[src/rtl/resp_command_parser_core_assert.svh]
// Assertion macros for the RESP command parser.
// Included by the top level; needs nothing else.
`ifndef RESP_COMMAND_PARSER_CORE_ASSERT_SVH
`define RESP_COMMAND_PARSER_CORE_ASSERT_SVH

// Same-cycle implication, disabled while reset is held.
`define RCP_ASSERT_NOW(lbl, clk, rst_n, ante, cons) \
    lbl: assert property (@(posedge clk) disable iff (!rst_n) (ante) |-> (cons)) \
        else $error("resp parser check failed");

// Next-cycle implication, disabled while reset is held.
`define RCP_ASSERT_NEXT(lbl, clk, rst_n, ante, cons) \
    lbl: assert property (@(posedge clk) disable iff (!rst_n) (ante) |=> (cons)) \
        else $error("resp parser check failed");

`endif

[src/rtl/rcp_pkg.sv]
// Shared types, codes and constants of the RESP command parser.
// Used by rcp_dec_acc and resp_command_parser_core; depends on nothing.
`default_nettype none

package rcp_pkg;

    // Parser phases.
    typedef enum logic [3:0] {
        PH_STAR,
        PH_AHDR,
        PH_AHDR_CR,
        PH_DOLLAR,
        PH_BHDR,
        PH_BHDR_CR,
        PH_BODY,
        PH_BODY_CR,
        PH_BODY_LF
    } t_phase;

    // Result kinds.
    localparam logic [1:0] KIND_KEY   = 2'd0;
    localparam logic [1:0] KIND_VALUE = 2'd1;
    localparam logic [1:0] KIND_FRAME = 2'd2;

    // Command codes.
    localparam logic [2:0] CMD_NONE   = 3'd0;
    localparam logic [2:0] CMD_PING   = 3'd1;
    localparam logic [2:0] CMD_SET    = 3'd2;
    localparam logic [2:0] CMD_GET    = 3'd3;
    localparam logic [2:0] CMD_DEL    = 3'd4;
    localparam logic [2:0] CMD_EXISTS = 3'd5;
    localparam logic [2:0] CMD_EXPIRE = 3'd6;
    localparam logic [2:0] CMD_TTL    = 3'd7;

    // Status codes.
    localparam logic [2:0] ST_OK        = 3'd0;
    localparam logic [2:0] ST_MALFORMED = 3'd1;
    localparam logic [2:0] ST_TOO_LARGE = 3'd2;
    localparam logic [2:0] ST_ARITY     = 3'd3;
    localparam logic [2:0] ST_UNKNOWN   = 3'd4;
    localparam logic [2:0] ST_BAD_INT   = 3'd5;

    // Configuration register indexes.
    localparam logic [2:0] CFG_MAX_KEY    = 3'd0;
    localparam logic [2:0] CFG_MAX_BULK   = 3'd1;
    localparam logic [2:0] CFG_MAX_ELEM   = 3'd2;
    localparam logic [2:0] CFG_MAX_DIGITS = 3'd3;

    // Reset values of the configuration registers.
    localparam logic [20:0] RST_MAX_KEY    = 21'd512;
    localparam logic [20:0] RST_MAX_BULK   = 21'd1048576;
    localparam logic [1:0]  RST_MAX_ELEM   = 2'd3;
    localparam logic [4:0]  RST_MAX_DIGITS = 5'd20;

    // Longest SET value accepted.
    localparam logic [20:0] VALUE_LIMIT = 21'd1048576;

    localparam logic [62:0] INT63_MAX = 63'h7FFF_FFFF_FFFF_FFFF;

    // Characters.
    localparam logic [7:0] CH_STAR   = 8'h2A;
    localparam logic [7:0] CH_DOLLAR = 8'h24;
    localparam logic [7:0] CH_CR     = 8'h0D;
    localparam logic [7:0] CH_LF     = 8'h0A;
    localparam logic [7:0] CH_ZERO   = 8'h30;
    localparam logic [7:0] CH_NINE   = 8'h39;
    localparam logic [7:0] CH_LOW_A  = 8'h61;
    localparam logic [7:0] CH_LOW_Z  = 8'h7A;
    localparam logic [7:0] CASE_BIT  = 8'h20;

    // Upper-case command names, first byte in the low bits.
    localparam logic [55:0] NAME_PING   = 56'h0000_0047_4E49_50;
    localparam logic [55:0] NAME_SET    = 56'h0000_0000_5445_53;
    localparam logic [55:0] NAME_GET    = 56'h0000_0000_5445_47;
    localparam logic [55:0] NAME_DEL    = 56'h0000_0000_4C45_44;
    localparam logic [55:0] NAME_EXISTS = 56'h0053_5453_4958_45;
    localparam logic [55:0] NAME_EXPIRE = 56'h0045_5249_5058_45;
    localparam logic [55:0] NAME_TTL    = 56'h0000_0000_4C54_54;

    // Looks up the command from the collected name.
    function automatic logic [2:0] match_cmd(input logic [55:0] name,
                                             input logic [20:0] len);
        logic [2:0] cmd;
        cmd = CMD_NONE;
        if (len == 21'd4 && name == NAME_PING) cmd = CMD_PING;
        if (len == 21'd3 && name == NAME_SET) cmd = CMD_SET;
        if (len == 21'd3 && name == NAME_GET) cmd = CMD_GET;
        if (len == 21'd3 && name == NAME_DEL) cmd = CMD_DEL;
        if (len == 21'd6 && name == NAME_EXISTS) cmd = CMD_EXISTS;
        if (len == 21'd6 && name == NAME_EXPIRE) cmd = CMD_EXPIRE;
        if (len == 21'd3 && name == NAME_TTL) cmd = CMD_TTL;
        return cmd;
    endfunction

    // Number of elements each command takes, name included.
    function automatic logic [1:0] cmd_arity(input logic [2:0] cmd);
        logic [1:0] n;
        case (cmd)
            CMD_PING:   n = 2'd1;
            CMD_SET:    n = 2'd3;
            CMD_EXPIRE: n = 2'd3;
            default:    n = 2'd2;
        endcase
        return n;
    endfunction

endpackage

`default_nettype wire

[src/rtl/rcp_dec_acc.sv]
// One step of decimal accumulation with 63-bit overflow detection.
// Uses rcp_pkg for the limit and character codes.
`default_nettype none

module rcp_dec_acc
    import rcp_pkg::*;
(
    input  wire logic [62:0] i_value,
    input  wire logic        i_invalid,
    input  wire logic [7:0]  i_char,
    output logic      [62:0] o_value,
    output logic             o_invalid
);

    logic        is_digit;
    logic [7:0]  digit;
    logic [66:0] prod;

    // Value times ten plus the digit, in a width that cannot wrap.
    assign is_digit = i_char inside {[CH_ZERO:CH_NINE]};
    assign digit    = i_char - CH_ZERO;
    assign prod     = {1'b0, i_value, 3'b000} + {3'b000, i_value, 1'b0}
                    + {59'd0, digit};

    // A non-digit or an overflow marks the number invalid and keeps the value.
    always_comb begin
        o_value   = i_value;
        o_invalid = i_invalid;
        if (!is_digit) begin
            o_invalid = 1'b1;
        end else if (!i_invalid) begin
            if (prod > {4'd0, INT63_MAX}) begin
                o_invalid = 1'b1;
            end else begin
                o_value = prod[62:0];
            end
        end
    end

endmodule

`default_nettype wire

[src/rtl/resp_command_parser_core.sv]
// Bytes pass the input register, then the result register; one input word per
// cycle unless the consumer stalls. The header decimal step (multiply by ten, add
// and limit compare) is the longest path between the two registers.
// Reset (i_rst_n low, synchronous) restores default limits and clears the
// parser, including the halt after a framing error.
// Top level of the RESP command parser; uses rcp_pkg, rcp_dec_acc and the
// assertion macros.
`default_nettype none

`include "resp_command_parser_core_assert.svh"

module resp_command_parser_core
    import rcp_pkg::*;
(
    input  wire logic        i_clk,
    input  wire logic        i_rst_n,
    input  wire logic        i_in_valid,
    output logic             o_in_ready,
    input  wire logic [7:0]  i_data_byte,
    output logic             o_out_valid,
    input  wire logic        i_out_ready,
    output logic [1:0]       o_kind,
    output logic [7:0]       o_payload_byte,
    output logic [2:0]       o_command,
    output logic [2:0]       o_status,
    output logic             o_recoverable,
    output logic [21:0]      o_frame_length,
    output logic [62:0]      o_expire_seconds,
    input  wire logic        i_cfg_we,
    input  wire logic [2:0]  i_cfg_index,
    input  wire logic [20:0] i_cfg_data
);

    // Configuration registers.
    logic [20:0] r_max_key;
    logic [20:0] r_max_bulk;
    logic [1:0]  r_max_elem;
    logic [4:0]  r_max_digits;

    // Input register.
    logic        r_in_valid;
    logic [7:0]  r_in_byte;

    // Parser state.
    t_phase      r_phase, n_phase;
    logic [5:0]  r_hdr_cnt, n_hdr_cnt;
    logic [62:0] r_hdr_val, n_hdr_val;
    logic        r_hdr_bad, n_hdr_bad;
    logic [1:0]  r_elem_total, n_elem_total;
    logic [1:0]  r_elem_idx, n_elem_idx;
    logic [20:0] r_body_rem, n_body_rem;
    logic [55:0] r_name_buf, n_name_buf;
    logic [20:0] r_name_len, n_name_len;
    logic        r_key_long, n_key_long;
    logic        r_val_long, n_val_long;
    logic [62:0] r_sec_val, n_sec_val;
    logic        r_sec_bad, n_sec_bad;
    logic [21:0] r_frame_cnt, n_frame_cnt;
    logic        r_halted, n_halted;

    // Result register.
    logic        r_out_valid;
    logic [1:0]  r_kind;
    logic [7:0]  r_payload;
    logic [2:0]  r_command;
    logic [2:0]  r_status;
    logic        r_recoverable;
    logic [21:0] r_frame_len;
    logic [62:0] r_expire;

    // Next result word.
    logic        res_valid;
    logic [1:0]  res_kind;
    logic [7:0]  res_payload;
    logic [2:0]  res_command;
    logic [2:0]  res_status;
    logic        res_recoverable;
    logic [21:0] res_frame_len;
    logic [62:0] res_expire;

    logic        out_free;
    logic        proc;
    logic [62:0] hdr_acc_val, sec_acc_val;
    logic        hdr_acc_bad, sec_acc_bad;

    assign out_free   = !r_out_valid || i_out_ready;
    assign proc       = r_in_valid && out_free;
    assign o_in_ready = !r_in_valid || out_free;

    // Decimal steps for header lines and for the EXPIRE seconds body.
    rcp_dec_acc u_hdr_acc (
        .i_value   (r_hdr_val),
        .i_invalid (r_hdr_bad),
        .i_char    (r_in_byte),
        .o_value   (hdr_acc_val),
        .o_invalid (hdr_acc_bad)
    );

    rcp_dec_acc u_sec_acc (
        .i_value   (r_sec_val),
        .i_invalid (r_sec_bad),
        .i_char    (r_in_byte),
        .o_value   (sec_acc_val),
        .o_invalid (sec_acc_bad)
    );

    // Configuration writes.
    always_ff @(posedge i_clk) begin
        if (!i_rst_n) begin
            r_max_key    <= RST_MAX_KEY;
            r_max_bulk   <= RST_MAX_BULK;
            r_max_elem   <= RST_MAX_ELEM;
            r_max_digits <= RST_MAX_DIGITS;
        end else if (i_cfg_we) begin
            case (i_cfg_index)
                CFG_MAX_KEY:    r_max_key    <= i_cfg_data;
                CFG_MAX_BULK:   r_max_bulk   <= i_cfg_data;
                CFG_MAX_ELEM:   r_max_elem   <= i_cfg_data[1:0];
                CFG_MAX_DIGITS: r_max_digits <= i_cfg_data[4:0];
                default: begin
                end
            endcase
        end
    end

    // Input register: takes a word whenever the stage behind it moves.
    always_ff @(posedge i_clk) begin
        if (!i_rst_n) begin
            r_in_valid <= 1'b0;
        end else if (o_in_ready) begin
            r_in_valid <= i_in_valid;
        end
        if (i_in_valid && o_in_ready) begin
            r_in_byte <= i_data_byte;
        end
    end

    // Parser step for the registered byte.
    always_comb begin
        logic [5:0]  cnt1;
        logic [5:0]  cnt2;
        logic        line_bad;
        logic [20:0] pos;
        logic [7:0]  upper;
        logic        do_fatal;
        logic [2:0]  fatal_st;
        logic        do_finish;
        logic [1:0]  fin_total;
        logic [2:0]  fin_cmd;
        logic [2:0]  fin_st;

        cnt1      = r_hdr_cnt + 6'd1;
        cnt2      = r_hdr_cnt + 6'd2;
        line_bad  = r_hdr_bad || (r_hdr_cnt == 6'd0);
        pos       = r_name_len - r_body_rem;
        upper     = (r_in_byte inside {[CH_LOW_A:CH_LOW_Z]}) ? (r_in_byte - CASE_BIT)
                                                            : r_in_byte;
        do_fatal  = 1'b0;
        fatal_st  = ST_MALFORMED;
        do_finish = 1'b0;
        fin_total = r_elem_total;

        n_phase      = r_phase;
        n_hdr_cnt    = r_hdr_cnt;
        n_hdr_val    = r_hdr_val;
        n_hdr_bad    = r_hdr_bad;
        n_elem_total = r_elem_total;
        n_elem_idx   = r_elem_idx;
        n_body_rem   = r_body_rem;
        n_name_buf   = r_name_buf;
        n_name_len   = r_name_len;
        n_key_long   = r_key_long;
        n_val_long   = r_val_long;
        n_sec_val    = r_sec_val;
        n_sec_bad    = r_sec_bad;
        n_frame_cnt  = r_frame_cnt;
        n_halted     = r_halted;

        res_valid       = 1'b0;
        res_kind        = KIND_FRAME;
        res_payload     = 8'd0;
        res_command     = CMD_NONE;
        res_status      = ST_OK;
        res_recoverable = 1'b0;
        res_frame_len   = 22'd0;
        res_expire      = 63'd0;

        if (proc && !r_halted) begin
            n_frame_cnt = r_frame_cnt + 22'd1;
            case (r_phase)
                PH_STAR: begin
                    if (r_in_byte != CH_STAR) do_fatal = 1'b1;
                    else n_phase = PH_AHDR;
                end
                PH_DOLLAR: begin
                    if (r_in_byte != CH_DOLLAR) do_fatal = 1'b1;
                    else n_phase = PH_BHDR;
                end
                PH_AHDR, PH_BHDR: begin
                    if (r_in_byte == CH_CR) begin
                        n_phase = (r_phase == PH_AHDR) ? PH_AHDR_CR : PH_BHDR_CR;
                    end else if (cnt1 > {1'b0, r_max_digits}) begin
                        do_fatal = 1'b1;
                    end else begin
                        n_hdr_cnt = cnt1;
                        n_hdr_val = hdr_acc_val;
                        n_hdr_bad = hdr_acc_bad;
                    end
                end
                PH_AHDR_CR, PH_BHDR_CR: begin
                    if (r_in_byte == CH_LF) begin
                        // Header line complete.
                        n_hdr_cnt = 6'd0;
                        n_hdr_val = 63'd0;
                        n_hdr_bad = 1'b0;
                        if (r_phase == PH_AHDR_CR) begin
                            if (line_bad || r_hdr_val > {61'd0, r_max_elem}) begin
                                do_fatal = 1'b1;
                            end else begin
                                n_elem_total = r_hdr_val[1:0];
                                n_elem_idx   = 2'd0;
                                fin_total    = r_hdr_val[1:0];
                                if (r_hdr_val[1:0] == 2'd0) do_finish = 1'b1;
                                else n_phase = PH_DOLLAR;
                            end
                        end else if (line_bad) begin
                            do_fatal = 1'b1;
                        end else if (r_hdr_val > {42'd0, r_max_bulk}) begin
                            do_fatal = 1'b1;
                            fatal_st = ST_TOO_LARGE;
                        end else begin
                            if (r_elem_idx == 2'd0) begin
                                n_name_len = r_hdr_val[20:0];
                            end else if (r_elem_idx == 2'd1) begin
                                n_key_long = r_hdr_val[20:0] > r_max_key;
                            end else begin
                                n_val_long = r_hdr_val[20:0] > VALUE_LIMIT;
                                n_sec_val  = 63'd0;
                                n_sec_bad  = (r_hdr_val[20:0] == 21'd0);
                            end
                            n_body_rem = r_hdr_val[20:0];
                            n_phase    = (r_hdr_val[20:0] != 21'd0) ? PH_BODY : PH_BODY_CR;
                        end
                    end else if (r_in_byte == CH_CR) begin
                        // The earlier CR becomes content; this one is pending.
                        if (cnt1 > {1'b0, r_max_digits}) begin
                            do_fatal = 1'b1;
                        end else begin
                            n_hdr_cnt = cnt1;
                            n_hdr_bad = 1'b1;
                        end
                    end else begin
                        // The earlier CR and this byte are both content.
                        if (cnt2 > {1'b0, r_max_digits}) begin
                            do_fatal = 1'b1;
                        end else begin
                            n_hdr_cnt = cnt2;
                            n_hdr_bad = 1'b1;
                            n_phase   = (r_phase == PH_AHDR_CR) ? PH_AHDR : PH_BHDR;
                        end
                    end
                end
                PH_BODY: begin
                    if (r_elem_idx == 2'd0) begin
                        if (pos < 21'd7) n_name_buf[pos[2:0]*8 +: 8] = upper;
                    end else if (r_elem_idx == 2'd1) begin
                        res_valid   = 1'b1;
                        res_kind    = KIND_KEY;
                        res_payload = r_in_byte;
                    end else begin
                        n_sec_val   = sec_acc_val;
                        n_sec_bad   = sec_acc_bad;
                        res_valid   = 1'b1;
                        res_kind    = KIND_VALUE;
                        res_payload = r_in_byte;
                    end
                    n_body_rem = r_body_rem - 21'd1;
                    if (r_body_rem == 21'd1) n_phase = PH_BODY_CR;
                end
                PH_BODY_CR: begin
                    if (r_in_byte != CH_CR) do_fatal = 1'b1;
                    else n_phase = PH_BODY_LF;
                end
                PH_BODY_LF: begin
                    if (r_in_byte != CH_LF) begin
                        do_fatal = 1'b1;
                    end else begin
                        n_elem_idx = r_elem_idx + 2'd1;
                        if (r_elem_idx + 2'd1 >= r_elem_total) do_finish = 1'b1;
                        else n_phase = PH_DOLLAR;
                    end
                end
                default: begin
                    do_fatal = 1'b1;
                end
            endcase
        end

        // Frame end: status by priority, then the frame state is cleared.
        fin_cmd = match_cmd(r_name_buf, r_name_len);
        if (fin_cmd == CMD_NONE) fin_st = ST_UNKNOWN;
        else if (fin_total != cmd_arity(fin_cmd)) fin_st = ST_ARITY;
        else if (fin_cmd != CMD_PING && r_key_long) fin_st = ST_TOO_LARGE;
        else if (fin_cmd == CMD_SET && r_val_long) fin_st = ST_TOO_LARGE;
        else if (fin_cmd == CMD_EXPIRE && r_sec_bad) fin_st = ST_BAD_INT;
        else fin_st = ST_OK;

        if (do_finish) begin
            res_valid       = 1'b1;
            res_kind        = KIND_FRAME;
            res_command     = fin_cmd;
            res_status      = fin_st;
            res_recoverable = 1'b1;
            res_frame_len   = n_frame_cnt;
            res_expire      = (fin_st == ST_OK && fin_cmd == CMD_EXPIRE) ? r_sec_val
                                                                           : 63'd0;
            n_phase      = PH_STAR;
            n_hdr_cnt    = 6'd0;
            n_hdr_val    = 63'd0;
            n_hdr_bad    = 1'b0;
            n_elem_total = 2'd0;
            n_elem_idx   = 2'd0;
            n_body_rem   = 21'd0;
            n_name_buf   = 56'd0;
            n_name_len   = 21'd0;
            n_key_long   = 1'b0;
            n_val_long   = 1'b0;
            n_sec_val    = 63'd0;
            n_sec_bad    = 1'b0;
            n_frame_cnt  = 22'd0;
        end

        // Framing error: report once and stop.
        if (do_fatal) begin
            res_valid  = 1'b1;
            res_kind   = KIND_FRAME;
            res_status = fatal_st;
            n_halted   = 1'b1;
        end
    end

    // Parser state registers.
    always_ff @(posedge i_clk) begin
        if (!i_rst_n) begin
            r_phase      <= PH_STAR;
            r_hdr_cnt    <= 6'd0;
            r_hdr_val    <= 63'd0;
            r_hdr_bad    <= 1'b0;
            r_elem_total <= 2'd0;
            r_elem_idx   <= 2'd0;
            r_body_rem   <= 21'd0;
            r_name_buf   <= 56'd0;
            r_name_len   <= 21'd0;
            r_key_long   <= 1'b0;
            r_val_long   <= 1'b0;
            r_sec_val    <= 63'd0;
            r_sec_bad    <= 1'b0;
            r_frame_cnt  <= 22'd0;
            r_halted     <= 1'b0;
        end else begin
            r_phase      <= n_phase;
            r_hdr_cnt    <= n_hdr_cnt;
            r_hdr_val    <= n_hdr_val;
            r_hdr_bad    <= n_hdr_bad;
            r_elem_total <= n_elem_total;
            r_elem_idx   <= n_elem_idx;
            r_body_rem   <= n_body_rem;
            r_name_buf   <= n_name_buf;
            r_name_len   <= n_name_len;
            r_key_long   <= n_key_long;
            r_val_long   <= n_val_long;
            r_sec_val    <= n_sec_val;
            r_sec_bad    <= n_sec_bad;
            r_frame_cnt  <= n_frame_cnt;
            r_halted     <= n_halted;
        end
    end

    // Result register: holds a word until the consumer takes it.
    always_ff @(posedge i_clk) begin
        if (!i_rst_n) begin
            r_out_valid <= 1'b0;
        end else if (out_free) begin
            r_out_valid <= proc && res_valid;
        end
        if (proc && res_valid) begin
            r_kind        <= res_kind;
            r_payload     <= res_payload;
            r_command     <= res_command;
            r_status      <= res_status;
            r_recoverable <= res_recoverable;
            r_frame_len   <= res_frame_len;
            r_expire      <= res_expire;
        end
    end

    assign o_out_valid      = r_out_valid;
    assign o_kind           = r_kind;
    assign o_payload_byte   = r_payload;
    assign o_command        = r_command;
    assign o_status         = r_status;
    assign o_recoverable    = r_recoverable;
    assign o_frame_length   = r_frame_len;
    assign o_expire_seconds = r_expire;

    // Once halted and drained, no further word appears.
    `RCP_ASSERT_NEXT(a_halt_silent, i_clk, i_rst_n, r_halted && !r_out_valid, !r_out_valid)

    // A fatal frame word carries no command and no length.
    `RCP_ASSERT_NOW(a_fatal_fields, i_clk, i_rst_n,
        r_out_valid && r_kind == KIND_FRAME && !r_recoverable,
        r_command == CMD_NONE && r_frame_len == 22'd0 && r_expire == 63'd0)

    // Key and value bytes carry no frame information.
    `RCP_ASSERT_NOW(a_byte_fields, i_clk, i_rst_n,
        r_out_valid && r_kind != KIND_FRAME,
        r_status == ST_OK && r_command == CMD_NONE && !r_recoverable)

endmodule

`default_nettype wire

[config.mk]
export PLATFORM = sky130hd
export DESIGN_NAME = resp_command_parser_core
export DESIGN_NICKNAME = d
export VERILOG_FILES = /design/src/rtl/rcp_pkg.sv /design/src/rtl/rcp_dec_acc.sv /design/src/rtl/resp_command_parser_core.sv
export VERILOG_INCLUDE_DIRS = /design/src /design/src/rtl
export SDC_FILE = /design/constraint.sdc
export NUM_CORES = 2
export LEC_CHECK = 0
export ABC_AREA = 1
export BUFFER_PORTS_ARGS = -buffer_cell sky130_fd_sc_hd__buf_2
export CORE_MARGIN = 4
export CORE_UTILIZATION = 37
export CTS_CLUSTER_SIZE = 30
export DETAILED_ROUTE_END_ITERATION = 16
export PLACE_DENSITY = 0.53
export SLEW_MARGIN = 20
export SYNTH_ARGS = -nofsm -noshare
export SYNTH_HDL_FRONTEND = slang
export SYNTH_HIERARCHICAL = 1
export SYNTH_SLANG_ARGS = --single-unit
[constraint.sdc]
create_clock -name i_clk -period 4.3 [get_ports i_clk]
set_input_delay 0.215 -clock i_clk [delete_from_list [all_inputs] [get_ports i_clk]]
set_output_delay 0.215 -clock i_clk [all_outputs]
set_load 0.02 [all_outputs]
==> flow_results.xml <==
<?xml version="1.0" encoding="UTF-8"?>
<metrics>
  <group name="sta">
    <metric name="finalHoldViolations" unit="">0</metric>
    <metric name="timing.setup.tns" unit="ns">0</metric>
    <metric name="finalMaxSlewViolations" unit="">0</metric>
    <metric name="setup_viol" unit="">0</metric>
    <metric name="rsz_0062_raised_after_global_routing" unit="">true</metric>
    <metric name="final_period_minus_worst_setup_slack" unit="ns">4.126</metric>
    <metric name="worst_margin_pin_slew" unit="ns">1.083</metric>
    <metric name="finalHoldWorstSlack" unit="ns">0.05039</metric>
    <metric name="maxSlewHeadroom" unit="">0.2783</metric>
    <metric name="maxClockFrequency" unit="GHz">0.2424</metric>
    <metric name="period_share" unit="">0.9595</metric>
    <metric name="finClkSkew" unit="ns">0.02226</metric>
  </group>
  <group name="cts">
    <metric name="worst_skew_pair_later_pin_latency" unit="ns">0.67</metric>
    <metric name="max-clock-path-buffers" unit="">3</metric>
    <metric name="cts_tree" unit="">yes</metric>
    <metric name="worst_setup_hold_path_clk_slew" unit="ns">0.06</metric>
    <metric name="cts_inserted_buffers" unit="">53</metric>
    <metric name="cts_num_sinks" unit="">426</metric>
    <metric name="clock_tree.root_cell" unit="">sky130_fd_sc_hd__clkbuf_16</metric>
    <metric name="htree_num_levels" unit="">2</metric>
  </group>
  <group name="placed_design">
    <metric name="gp_congestion" unit="">0.9638</metric>
    <metric name="place_inst" unit="">7187</metric>
    <metric name="dpl_cell_area" unit="sq um">39750</metric>
    <metric name="hpwl" unit="um">98460</metric>
    <metric name="place.port_buffers" unit="">140</metric>
  </group>
  <group name="detailed_routing">
    <metric name="postRouteWirelength" unit="um">130200</metric>
    <metric name="drtAntennaViolNets" unit="">0</metric>
    <metric name="first_pass_iters" unit="">5</metric>
    <metric name="num_vias" unit="">37340</metric>
    <metric name="drcViolationCount" unit="">0</metric>
    <metric name="dr.first_iter.drc_count" unit="">2940</metric>
    <metric name="detail_route.vias_per_cell" unit="">5.072</metric>
    <metric name="wire_per_inst" unit="um">17.69</metric>
  </group>
  <group name="pwr">
    <metric name="p_leak" unit="nW">20.63</metric>
    <metric name="p_int" unit="mW">7.312</metric>
    <metric name="irDropWorstVdd" unit="V">0.0002908</metric>
    <metric name="power.share.sequential" unit="">0.433</metric>
    <metric name="p_comb_frac" unit="">0.067</metric>
    <metric name="power.density" unit="nW/um^2">228.5</metric>
    <metric name="pwr-share-clk" unit="">0.500</metric>
    <metric name="power_switching" unit="mW">2.427</metric>
    <metric name="power" unit="mW">9.739</metric>
    <metric name="power.share.switching" unit="">0.2492</metric>
  </group>
  <group name="yosys">
    <metric name="synth.top_cells.by_area" unit="">sky130_fd_sc_hd__dfxtp_1, sky130_fd_sc_hd__nand2_1, sky130_fd_sc_hd__ha_1</metric>
    <metric name="ys.flop_type" unit="">sky130_fd_sc_hd__dfxtp_1</metric>
    <metric name="synth_commonest_cells" unit="">sky130_fd_sc_hd__nand2_1, sky130_fd_sc_hd__inv_1, sky130_fd_sc_hd__nor2_1, sky130_fd_sc_hd__a21oi_1, sky130_fd_sc_hd__ha_1</metric>
    <metric name="synth_async_sr_flop_share" unit="">0</metric>
    <metric name="syn_nets" unit="">6199</metric>
    <metric name="synthMostInstantiatedCell" unit="">sky130_fd_sc_hd__nand2_1</metric>
    <metric name="ys.warnings.count" unit="">6</metric>
    <metric name="synth_edf_count" unit="">110</metric>
    <metric name="yosysTopAreaCellShare" unit="">0.1697</metric>
    <metric name="synth.ff_latch_count" unit="">426</metric>
    <metric name="synthesis.area_per_instance" unit="sq um">6.407</metric>
    <metric name="netlist_area" unit="sq um">37280</metric>
    <metric name="cell_count_after_synthesis" unit="">5818</metric>
    <metric name="sequential_share_of_the_synthesized_area" unit="">0.2583</metric>
    <metric name="yosys.cell_types.count" unit="">62</metric>
    <metric name="yosys.area.top_type" unit="">sky130_fd_sc_hd__dfxtp_1</metric>
  </group>
  <group name="job">
    <metric name="number_of_violations_of_the_max_capacitance_limit" unit="">0</metric>
  </group>
  <group name="floorplanning">
    <metric name="dieWidth" unit="um">325.4</metric>
    <metric name="core-area" unit="sq um">100000</metric>
    <metric name="initial_core_util" unit="">0.3728</metric>
    <metric name="boundaryPins" unit="">141</metric>
    <metric name="fp.dieH" unit="um">325.4</metric>
    <metric name="core.rowCount" unit="">116</metric>
    <metric name="die_area" unit="sq um">105900</metric>
  </group>
  <group name="final_layout">
    <metric name="final_net_count" unit="">6397</metric>
    <metric name="layout.area.seq" unit="sq um">9629</metric>
    <metric name="layout_cell_area_excl_fill" unit="sq um">42620</metric>
    <metric name="drive_gt1_frac" unit="">0.09586</metric>
    <metric name="multi_input_area" unit="sq um">23310</metric>
    <metric name="non_filler_cells_final" unit="">7362</metric>
    <metric name="fillCellCount" unit="">10700</metric>
    <metric name="layout-area-overhead-vs-synth" unit="%">14.33</metric>
  </group>
  <group name="critical_path">
    <metric name="rr_startpoint" unit="">r_in_byte[5]$_DFFE_PP_</metric>
    <metric name="worstSetupEndpointType" unit="">register</metric>
    <metric name="crit_path_max_fanout" unit="">7</metric>
    <metric name="r2r_slack" unit="ns">0.17</metric>
    <metric name="worst-endpoint-arrival" unit="ns">4.70</metric>
    <metric name="worst_r2r_endpoint" unit="">r_hdr_val[6]$_SDFFE_PP0P_</metric>
    <metric name="crit_path_start_kind" unit="">register</metric>
    <metric name="required" unit="ns">4.88</metric>
    <metric name="worst-setup-path-type" unit="">reg2reg</metric>
    <metric name="crit_path_start" unit="">r_in_byte[5]$_DFFE_PP_</metric>
    <metric name="critical_path_endpoint" unit="">r_hdr_val[6]$_SDFFE_PP0P_</metric>
    <metric name="r2r_cells" unit="">26</metric>
  </group>
  <group name="hold_path">
    <metric name="min-delay-path-class" unit="">in2reg</metric>
  </group>
  <group name="global_routing">
    <metric name="grt_start_max_net_pins" unit="">128</metric>
    <metric name="grt_pass1_vias" unit="">34890</metric>
    <metric name="grt.total_usage" unit="">0.2299</metric>
    <metric name="grt.overflow.total" unit="">0</metric>
    <metric name="grt_pass1_wl" unit="um">197600</metric>
    <metric name="antenna_found_initial" unit="">2</metric>
  </group>
  <group name="outcome">
    <metric name="outcome" unit="">completed</metric>
  </group>
</metrics>
==> through the flow <==
stage | util | setup slack, ns
after floorplan | - | 0.6970
after global placement | 0.3975 | 0.2016
after detailed placement | 0.3975 | 0.1343
after CTS | 0.4207 | 0.1252
after global routing | 0.4261 | -0.03279
final | 0.4262 | 0.1739
==> cell families after synthesis <==
logic type / synth area share
and+or+nand+nor: 0.3576
AOI/OAI and AO/OA: 0.1118
buffers and inverters: 0.1209
adders and majority gates: 0.1181
DFF: 0.2583
muxes: 0.0002685
xor gates and xnor gates: 0.03313
==> metal layers <==
layer / global-route usage / wire [um] / up-vias
met2: 0.3751 / 58130 / 848
li1: - / - / 19200
met1: 0.3245 / 62670 / 17140
met3: 0.02511 / 6145 / 154
met5: 0 / 0 / -
met4: 0.05788 / 3262 / 0
==> placed cells by master (no fill, tap or decap), drive strengths merged, types with 85 or more instances in the layout <==
master	count
edfxtp	110
inv	939
nor3	166
o21ai	238
nand4	224
buf	270
nor2	667
clkbuf	85
nand2	1630
xnor2	92
a21oi	382
ha	331
nand3	275
dfxtp	316
==> worst max-delay path, stage by stage, from the launching register on <==
cell and delay [ns]:
sky130_fd_sc_hd__edfxtp_1 0.47, sky130_fd_sc_hd__buf_4 0.18, sky130_fd_sc_hd__ha_1 0.21, sky130_fd_sc_hd__xnor2_2 0.15
sky130_fd_sc_hd__fa_1 0.56, sky130_fd_sc_hd__ha_4 0.23, sky130_fd_sc_hd__nand2_1 0.06, sky130_fd_sc_hd__nand2_1 0.06
sky130_fd_sc_hd__a21oi_1 0.15, sky130_fd_sc_hd__nand2_1 0.14, sky130_fd_sc_hd__nand2_1 0.11, sky130_fd_sc_hd__nand2_2 0.10
sky130_fd_sc_hd__nand2_1 0.09, sky130_fd_sc_hd__nand2_2 0.11, sky130_fd_sc_hd__nand2_2 0.09, sky130_fd_sc_hd__nand2_1 0.05
sky130_fd_sc_hd__nand2_1 0.11, sky130_fd_sc_hd__nand2_1 0.10, sky130_fd_sc_hd__nor2_4 0.14, sky130_fd_sc_hd__nand4_4 0.10
sky130_fd_sc_hd__buf_12 0.19, sky130_fd_sc_hd__clkbuf_16 0.17, sky130_fd_sc_hd__nand2_1 0.06, sky130_fd_sc_hd__nand2_1 0.06
sky130_fd_sc_hd__inv_1 0.07, sky130_fd_sc_hd__a21oi_1 0.06, sky130_fd_sc_hd__a211oi_1 0.23
==> worst min path at each step <==
stage | from | end | slack, ns | cells after the start
floorplan | i_data_byte[0] | r_in_byte[0]$_DFFE_PP_ | 0.31 | 0
global placement | i_data_byte[0] | r_in_byte[0]$_DFFE_PP_ | 0.41 | 1
detailed placement | i_data_byte[0] | r_in_byte[0]$_DFFE_PP_ | 0.40 | 1
CTS | i_cfg_index[0] | r_max_digits[4]$_SDFFE_PN1P_ | 0.01 | 4
global route | i_cfg_index[0] | r_max_digits[4]$_SDFFE_PN1P_ | 0.10 | 4
finish | i_cfg_index[0] | r_max_digits[4]$_SDFFE_PN1P_ | 0.05 | 4
==> power groups by stage <==
stage / combinational [mW] / clock (mW) / sequential [mW]
after floorplan: 0.281 / 0 / 4.37
after global placement: 0.585 / 0 / 4.31
after detailed placement: 0.589 / 0 / 4.31
after CTS: 0.618 / 5.01 / 4.22
after global routing: 0.708 / 5.17 / 4.23
final: 0.649 / 4.87 / 4.22
==> what timing repair did <==
action                                  in CTS  in global routing
hold buffers                                43                  0
resized for setup                            0                 22
setup buffers                                0                 15
endpoints found under the setup margin       0                112
endpoints found under the hold margin       59                  0
==> area by class of cell <==
| class | count | share of cell area |
|---|---|---|
| flip-flops and latches | 426 | 0.2259 |
| repair buffers | 321 | 0.06147 |
| multi-input cells | 4272 | 0.5470 |
| clock buffers | 77 | 0.03678 |
| diodes | 3 | 0.0001761 |
| well taps | 1298 | 0.03811 |
| clock inverters | 23 | 0.007545 |
| inverters | 942 | 0.08299 |
==> sequential cells by signal, indices dropped and copies added (netlist names), 21 cells and up <==
register / flops
r_hdr_val: 63
r_sec_val: 63
o_expire_seconds: 63
r_name_len: 21
r_frame_cnt: 22
o_frame_length: 22
r_max_bulk: 21
r_body_rem: 21
r_max_key: 21
r_name_buf: 56
Power figures use the tool's default switching activity.
